### src/rtl/fde_pkg.sv
// fde_pkg: shared constants for the feedback delay echo.
// Register indexes, reset values, Q1.15 constants and default sizes.
// No dependencies.
`default_nettype none

package fde_pkg;

    // Default sizes, used as parameter defaults by the top level and the output queue
    localparam int STORE_DEPTH_DEF = 131072;
    localparam int SAMPLE_BITS_DEF = 16;
    localparam int OUTQ_DEPTH      = 4;

    // Configuration port
    localparam int CFG_INDEX_W = 2;
    localparam int CFG_DATA_W  = 17;

    localparam logic [CFG_INDEX_W-1:0] REG_DELAY    = 2'd0;
    localparam logic [CFG_INDEX_W-1:0] REG_FEEDBACK = 2'd1;
    localparam logic [CFG_INDEX_W-1:0] REG_WET_MIX  = 2'd2;
    localparam logic [CFG_INDEX_W-1:0] REG_BYPASS   = 2'd3;

    // Register widths
    localparam int DELAY_W = 17;
    localparam int FB_W    = 15;
    localparam int WET_W   = 16;

    // Q1.15 arithmetic
    localparam int Q_SHIFT = 15;
    localparam int Q_HALF  = 16384;
    localparam logic [FB_W-1:0]  FB_CAP  = 15'd31130;
    localparam logic [WET_W:0]   MIX_ONE = 17'd32768;

    // Reset values
    localparam int DELAY_RESET = 48000;
    localparam logic [FB_W-1:0]  FB_RESET     = 15'd0;
    localparam logic [WET_W-1:0] WET_RESET    = 16'd16384;
    localparam logic             BYPASS_RESET = 1'b1;

endpackage

`default_nettype wire

### src/rtl/fde_outq.sv
// fde_outq: small register queue that holds finished output beats.
// Uses fde_pkg for the default depth and width.
`default_nettype none

module fde_outq #(
    parameter int DEPTH = fde_pkg::OUTQ_DEPTH,
    parameter int WIDTH = fde_pkg::SAMPLE_BITS_DEF
) (
    input  wire logic                         clk,
    input  wire logic                         rst_n,
    input  wire logic                         push,
    input  wire logic [WIDTH-1:0]             push_data,
    output logic                              tvalid,
    input  wire logic                         tready,
    output logic [WIDTH-1:0]                  tdata,
    output logic [$clog2(DEPTH+1)-1:0]        count
);

    localparam int PW = (DEPTH > 1) ? $clog2(DEPTH) : 1;
    localparam int CW = $clog2(DEPTH+1);
    localparam logic [PW-1:0] LAST = PW'(DEPTH - 1);

    logic [WIDTH-1:0] slot_reg [DEPTH];
    logic [PW-1:0]    wr_ptr_reg, wr_ptr_next;
    logic [PW-1:0]    rd_ptr_reg, rd_ptr_next;
    logic [CW-1:0]    count_reg, count_next;
    logic             pop;

    assign tvalid = (count_reg != '0);
    assign tdata  = slot_reg[rd_ptr_reg];
    assign count  = count_reg;
    assign pop    = tvalid && tready;

    always_comb
    begin
        wr_ptr_next = wr_ptr_reg;
        rd_ptr_next = rd_ptr_reg;
        count_next  = count_reg;
        if (push)
        begin
            wr_ptr_next = (wr_ptr_reg == LAST) ? '0 : wr_ptr_reg + 1'b1;
        end
        if (pop)
        begin
            rd_ptr_next = (rd_ptr_reg == LAST) ? '0 : rd_ptr_reg + 1'b1;
        end
        if (push && !pop)
        begin
            count_next = count_reg + 1'b1;
        end
        else if (pop && !push)
        begin
            count_next = count_reg - 1'b1;
        end
    end

    always_ff @(posedge clk or negedge rst_n)
    begin
        if (!rst_n)
        begin
            wr_ptr_reg <= '0;
            rd_ptr_reg <= '0;
            count_reg  <= '0;
        end
        else
        begin
            wr_ptr_reg <= wr_ptr_next;
            rd_ptr_reg <= rd_ptr_next;
            count_reg  <= count_next;
        end
    end

    always_ff @(posedge clk)
    begin
        if (push)
        begin
            slot_reg[wr_ptr_reg] <= push_data;
        end
    end

    // never more entries than slots
    a_count_bound: assert property (@(posedge clk) disable iff (!rst_n)
        count_reg <= CW'(DEPTH))
        else $error("outq count above depth");

    // a push without a pop must find a free slot
    a_no_overflow: assert property (@(posedge clk) disable iff (!rst_n)
        (push && !pop) |-> (count_reg < CW'(DEPTH)))
        else $error("outq overflow");

    // a lone pop drops the count by one
    a_pop_count: assert property (@(posedge clk) disable iff (!rst_n)
        (pop && !push) |=> (count_reg == $past(count_reg) - 1'b1))
        else $error("outq count did not drop on pop");

endmodule

`default_nettype wire

### config.mk
export PLATFORM = sky130hd
export DESIGN_NAME = fde_outq
export DESIGN_NICKNAME = d
export VERILOG_FILES = /design/src/rtl/fde_pkg.sv /design/src/rtl/fde_outq.sv
export SDC_FILE = /design/constraint.sdc
export NUM_CORES = 1
export LEC_CHECK = 0
export ABC_AREA = 1
export BUFFER_PORTS_ARGS = -buffer_cell sky130_fd_sc_hd__buf_2
export CAP_MARGIN = 5
export CELL_PAD_IN_SITES_DETAIL_PLACEMENT = 0
export CELL_PAD_IN_SITES_GLOBAL_PLACEMENT = 1
export CORE_UTILIZATION = 53
export CTS_BUF_LIST = sky130_fd_sc_hd__clkbuf_4 sky130_fd_sc_hd__clkbuf_8
export DETAILED_ROUTE_END_ITERATION = 16
export PLACE_DENSITY = 0.94
export REMOVE_ABC_BUFFERS = 1
export SYNTH_ARGS = -nofsm -noshare
export SYNTH_HDL_FRONTEND = slang
export SYNTH_SLANG_ARGS = --single-unit
### constraint.sdc
create_clock -name clk -period 2.83 [get_ports clk]
set_input_delay 0.1415 -clock clk [delete_from_list [all_inputs] [get_ports clk]]
set_output_delay 0.1415 -clock clk [all_outputs]
set_load 0.02 [all_outputs]
==> results by group, run 1 <==
GRT
  – GRT Total Usage: ~18%
  – First-pass GRT wire length: ~8200 um
  – Largest net degree at the start of global routing: between 40 and 50
  – Overflow after GRT: 0
  – Initial antenna violation count: 0
  – Vias in the first global route: 1752

Synth
  – Yosys reg bits: a little over 70
  – Biggest area consumer among synthesized cells: edfxtp_1
  – Mean Syn Cell Area: about 13 um2
  – Post-Synthesis Cells: 240
  – Xor-xnor portion of the synthesized cell area: 0.273%
  – Yosys Warn Count: 0
  – Compound-Gate Fraction of Synth Area: about 11%
  – Yosys top cell area share: around three fifths
  – Main combinational cell family by area after synthesis: compound AO/OA/AOI/OAI gates
  – Synth Area in Adders: between 2 and 3%
  – Yosys cell types: 22
  – Seq/Total Area, Yosys: 65.4%
  – Mux contribution to synthesized area: 0%
  – Synth Area in Simple Gates: 10.8%
  – Top cells by area, synth: edfxtp_1, o211ai_2, dfrtp_1
  – Post-synth design cell area: approximately 3200 um2

Drt
  – Routed Antenna Nets: 0
  – Initial DRC Count: 73
  – Drc violations: 0
  – DR WL/cell: approximately 14 um
  – Vias after detailed routing: about 1800
  – Detailed Routing Iterations Pass 1: 4
  – Total wire length: 5070 um
  – DR vias/cell: ~4.9

Worst setup path
  – Reg2reg start: count[0]
  – Max FO, Critical Path: 45
  – Critical Path RT: between 2 and 3 ns
  – CP Capture Type: primary output
  – Crit start category: register
  – Crit path kind: reg2out
  – R2R Path End: count[2]
  – Reg-to-reg slack, setup: 1.02 ns
  – WP data arrival: 1.81 ns
  – FF-to-FF path depth: 10

Pwr
  – Leak pwr: ~1.5 nW
  – Int Pwr: approximately 0.0022 W
  – Max VDD drop: between 0.0006 and 0.0007 V
  – Seq pwr share: ~43%
  – Comb power frac: 39.2%
  – Net switching power: 0.00141 W
  – Clk pwr share: between 10% and 20%
  – Total power: 0.00360 W
  – Sw Share: approximately 39%
  – PwrDens: ~1000 nW/um2

Run status
  – Status: finished, final reports clean

Final layout
  – Post-Layout Cell Count: 358
  – Fraction of layout cells with a size suffix above 1: between 30% and 40%
  – Multi-input gate area: slightly above 800 um2
  – Antenna Cells: 0
  – Nets: 310
  – FILL cells: 443
  – Largest register FFs: between 60 and 70
  – Register area: approximately 2100 um2
  – Area growth syn-to-layout: 10.9%

STA
  – Slew @ Worst Pin: around 0.73 ns
  – Setup_tns: 0 ns
  – Clk_skew: between 0.006 and 0.007 ns
  – RSZ-0062 raised after global routing: no
  – Minimum clock period after layout: 1.95 ns
  – Slew headroom: 51.2%
  – Slew Viols, Final: 0
  – Max Freq: 512 MHz
  – Setup ws final: 0.878 ns
  – Setup Viol. Count Final: 0
  – Crit share post-route: about 70%
  – Final hold viol count: 0

Clock network
  – Clock-pin transition on the worst setup and hold timing paths: roughly 0.06 ns
  – Total CTS buffers: 9
  – CTS H-tree lvls: 3
  – CTS Root Cell: clkbuf_8
  – CTS tree: yes
  – Clock latency on the worst-skew pair: around 0.33 ns
  – Number of clock sinks: 71
  – CTS max path bufs: 2
  – Cts repair resizes: 0

Placed design
  – DP Wirelength: around 3300 um
  – Placement Setup Slack: about 1.0 ns
  – GP Congestion: 0.717
  – Dpl cells: roughly 340
  – PortBufs: 39

Floorplan
  – Width of the die: 79.8 um
  – Core area: between 5000 and 6000 um2
  – Die Area: approximately 6400 um2
  – Row cnt: 27
  – Num ports: 40
  – Initial Util: between 50 and 60%
  – Die Ht: 79.8 um

Flow run
  – Maxcap violations: 0

Hold path
  – Worst hold start: push_data[9]
  – Worst Hold End: slot_reg[0][9]
  – Hold/Removal Path Class: in2reg
  – Worst Hold Depth: 1
[timing repair]
| action | 4_1_cts | 5_1_grt |
|---|---|---|
| hold buffers | 1 | 0 |
| setup buffers | 0 | 0 |
| hold endpoints to repair | 7 | 0 |
[per-layer routing]
layer,vias to the layer above,global-route usage (%),share of wire [%]
met4,0,10.4,2.1
li1,901,-,-
met2,35,31.0,51
met5,-,0,0
met1,824,21.2,43
met3,10,3.89,3.5
[layout by cell type (no fill, tap or decap), drive strengths merged, types with 2 or more instances in the layout]
cell type,instances
nand2,67
edfxtp,64
inv,42
buf,41
o211ai,32
clkbuf,11
dfrtp,7
ha,6
clkinv,4
nor2,3
nand3,3
o21ai,2
[logic make-up after synthesis]
| kind of cell | after synthesis |
|---|---|
| adders and majority gates | 7 |
| DFF | 71 |
| xor gates and xnor gates | 1 |
| and+or+nand+nor | 74 |
| buffers and inverters | 53 |
| AOI/OAI and AO/OA | 34 |
[power groups by stage]
stage | combinational (W) | clock (W) | sequential [W]
6_report | 0.00141 | 0.000645 | 0.00154
4_1_cts | 0.00143 | 0.000660 | 0.00154
2_1_floorplan | 0.000896 | 0 | 0.00164
5_1_grt | 0.00156 | 0.000703 | 0.00156
3_3_place_gp | 0.00140 | 0 | 0.00155
3_5_place_dp | 0.00143 | 0 | 0.00157
[how the worst max path moves through the flow]
stage             startpoint       endpoint  slack, ns  depth (start not counted)
6_report       rd_ptr_reg[0]      tdata[14]       0.88                          5
4_1_cts        rd_ptr_reg[0]      tdata[14]       0.87                          5
5_1_grt        rd_ptr_reg[0]       tdata[3]       0.76                          5
3_5_place_dp        count[0]       count[2]       1.04                         10
2_1_floorplan  rd_ptr_reg[0]  rd_ptr_reg[0]       0.34                          4
3_3_place_gp        count[0]       count[2]       1.15                         10
[layout make-up]
| type | instances | area share [%] |
|---|---|---|
| inverters | 43 | 4.68 |
| well taps | 72 | 2.53 |
| multi-input cells | 116 | 22.9 |
| clock buffers | 11 | 3.91 |
| repair buffers | 42 | 6.55 |
| flip-flops and latches | 71 | 59.0 |
| clock inverters | 3 | 0.352 |
[stage by stage]
stage	utilization (%)	hold slack, ns	area (um2)
global placement	59.8	-0.0165	3390
finish	62.6	0.0197	3550
global route	62.6	0.0119	3550
CTS	62.6	0.00659	3550
detailed placement	59.8	-0.00930	3390
floorplan	-	-0.154	3080
[cell usage after synthesis (all sizes together)]
master  number
ha           6
inv         42
o211ai      32
nand3        3
clkinv       1
nor2         3
dfrtp        7
fa           1
nand4        1
xnor2        1
o21ai        2
nand2       67
buf         10
edfxtp      64
[critical path, cell delays in order (launching register included)]
cell and delay [ns]:
dfrtp_2 0.72, buf_12 0.33, nand2_1 0.09, o211ai_1 0.11
nand2_2 0.06, buf_2 0.15
(Power assumes the default switching activity.)
==> run 2: changes to the inputs <==
- CORE_UTILIZATION: 53 -> 49
- PLACE_DENSITY: 0.94 -> 0.89
- clock period: 2.83 -> 2 ns (I/O delays scaled with it)
==> results by group, run 2 (same netlist as run 1, synthesis figures left out) <==
Worst setup path
  – Crit path kind: reg2reg (was reg2out)
  – Critical Path RT: 2.24 ns (was 2.69 ns)
  – Crit start category: register (unchanged)
  – WP data arrival: 2.00 ns (was 1.81 ns)
  – FF-to-FF path depth: 10 (unchanged)
  – Max FO, Critical Path: 4 (was 45)
  – CP Capture Type: register (was primary output)

Clock network
  – Number of clock sinks: 71 (unchanged)
  – CTS max path bufs: 2 (unchanged)
  – CTS H-tree lvls: 3 (unchanged)
  – CTS tree: yes (unchanged)
  – Clock-pin transition on the worst setup and hold timing paths: 0.07 ns (was 0.06 ns)
  – Total CTS buffers: 9 (unchanged)
  – CTS Root Cell: clkbuf_8 (unchanged)
  – Clock latency on the worst-skew pair: 0.34 ns (was 0.33 ns)
  – Postcts setup bufs: 0 (unchanged)

Final layout
  – Commonest cells after routing, fill and taps aside: edfxtp_1, nand2_1, inv_1 (unchanged)
  – Antenna Cells: 0 (unchanged)
  – Largest register FFs: 64 (unchanged)
  – Most common cell after layout, fill and taps aside: edfxtp_1 (unchanged)
  – Multi-input gate area: 816 um2 (unchanged)
  – Fraction of layout cells with a size suffix above 1: 36.0% (was 36.4%)
  – Area growth syn-to-layout: 21.1% (was 10.9%)
  – Register area: 2100 um2 (unchanged)
  – FILL cells: 490 (was 443)
  – Nets: 333 (was 310)
  – Post-Layout Cell Count: 388 (was 358)
  – Fin util: 61.1% (was 62.6%)

Drt
  – Met2 WL post-DR: 2650 um (was 2590 um)
  – Total wire length: 5250 um (was 5070 um)
  – DR WL/cell: 13.5 um (was 14.2 um)
  – M1 WL: 2330 um (was 2200 um)
  – Top Layer Used: met4 (unchanged)
  – Vias after detailed routing: 1882 (was 1770)
  – Initial DRC Count: 93 (was 73)
  – Drc violations: 0 (unchanged)
  – DR vias/cell: 4.85 (was 4.94)
  – Routed Antenna Nets: 0 (unchanged)
  – Routed wl met3: 166 um (was 178 um)
  – Detailed Routing Iterations Pass 1: 4 (unchanged)

GRT
  – Overflow after GRT: 0 (unchanged)
  – First-pass GRT wire length: 8760 um (was 8180 um)
  – Initial antenna violation count: 0 (unchanged)
  – Largest net degree at the start of global routing: 28 (was 46)
  – GRT Total Usage: 16.9% (was 18.2%)
  – Vias in the first global route: 1904 (was 1752)

STA
  – Final hold viol count: 0 (unchanged)
  – Clk_skew: 0.00870 ns (was 0.00645 ns)
  – Setup Viol. Count Final: 0 (unchanged)
  – Minimum clock period after layout: approximately 1.8 ns
  – Slew Viols, Final: 0 (unchanged)
  – Slew @ Worst Pin: 0.448 ns (was 0.731 ns)
  – Crit share post-route: between 80 and 90%
  – Setup ws final: 0.242 ns (was 0.878 ns)
  – Slew headroom: 70.2% (was 51.2%)
  – Worst hold slack: 0.0365 ns (was 0.0197 ns)
  – RSZ-0062 raised after global routing: no (unchanged)
  – Max Freq: around 570 MHz

Hold path
  – Worst Hold Depth: 3 (was 1)
  – Hold/Removal Path Class: in2reg (unchanged)

Flow run
  – Maxcap violations: 0 (unchanged)

Pwr
  – Leak pwr: 1.65 nW (was 1.50 nW)
  – PwrDens: 1450 nW/um2 (was 1010 nW/um2)
  – Max VDD drop: 0.000769 V (was 0.000604 V)
  – Total power: 0.00562 W (was 0.00360 W)

Placed design
  – Dpl cells: 355 (was 343)
  – GP Congestion: 0.762 (was 0.717)
  – DP Wirelength: 3470 um (was 3310 um)
  – PortBufs: 39 (unchanged)
  – Placement Setup Slack: 0.241 ns (was 1.04 ns)

Floorplan
  – Die Ht: 82.9 um (was 79.8 um)
  – Num ports: 40 (unchanged)
  – Core area: 6350 um2 (was 5680 um2)
  – Initial Util: 50.5% (was 56.5%)
  – Row cnt: 29 (was 27)
  – Die Area: 6870 um2 (was 6360 um2)
  – Width of the die: 82.9 um (was 79.8 um)

Run status
  – Status: finished, final reports clean (unchanged)
[run 2: cell types whose count changed in the layout (fill, tap and decap cells not counted), sizes merged]
| cell | previous run | this run |
|---|---|---|
| inv | 42 | 43 |
| bufinv | 0 | 3 |
| dlygate4sd3 | 1 | 17 |
| clkbuf | 11 | 9 |
| buf | 41 | 48 |
[run 2: metal layers]
metal / vias to the layer above / global-route usage [%]
met5: - / 0
met4: 0 / 8.93
met3: 12 / 4.17
met2: 36 / 28.4
met1: 889 / 20.0
li1: 945 / -
[run 2: power breakdown]
group | switching [W] | leakage (nW) | internal [W]
Sequential | 0.000217 | 0.672 | 0.00193
Combinational | 0.00133 | 0.862 | 0.000817
Clock | 0.000507 | 0.116 | 0.000820
[run 2: worst max-delay path, cell delays in order (launching register included)]
cell	delay [ns]
dfrtp_1	0.43
nor2_1	0.12
nand2_1	0.10
nand2_1	0.12
ha_1	0.18
inv_1	0.06
fa_1	0.38
nand2_1	0.10
nand3_1	0.07
nand2_1	0.06
nand2_1	0.04
[run 2: final cells by class]
class / instances / area share (%)
Timing Repair Buffer: 65 / 12.1
Clock inverter: 7 / 2.84
Multi-Input combinational cell: 116 / 21.0
Inverter: 43 / 4.29
Sequential cell: 71 / 54.1
Tap cell: 77 / 2.48
Clock buffer: 9 / 3.19
[run 2: worst paths after layout]
path	from	to	slack (ns)
worst max-delay path	count[0]	count[2]	0.24
worst min-delay path	tready	rd_ptr_reg[1]	0.04
worst max register to register	count[0]	count[2]	0.24
worst min register to register	count[2]	count[2]	0.53
max in group asynchronous	rst_n	rd_ptr_reg[0]	1.70
min in group asynchronous	rst_n	count[2]	0.12
[run 2: what timing repair did]
action                                 in CTS  in global routing
gates resized for setup                     0                  0
setup endpoints to repair                   0                  0
hold buffers                               17                  0
endpoints found under the hold margin      71                  0
[run 2: stage by stage]
stage / instance area [um2] / setup TNS, ns
6_report: 3880 / 0
5_1_grt: 3880 / 0
4_1_cts: 3880 / 0
3_5_place_dp: 3480 / 0
3_3_place_gp: 3480 / 0
2_1_floorplan: 3080 / -6.67
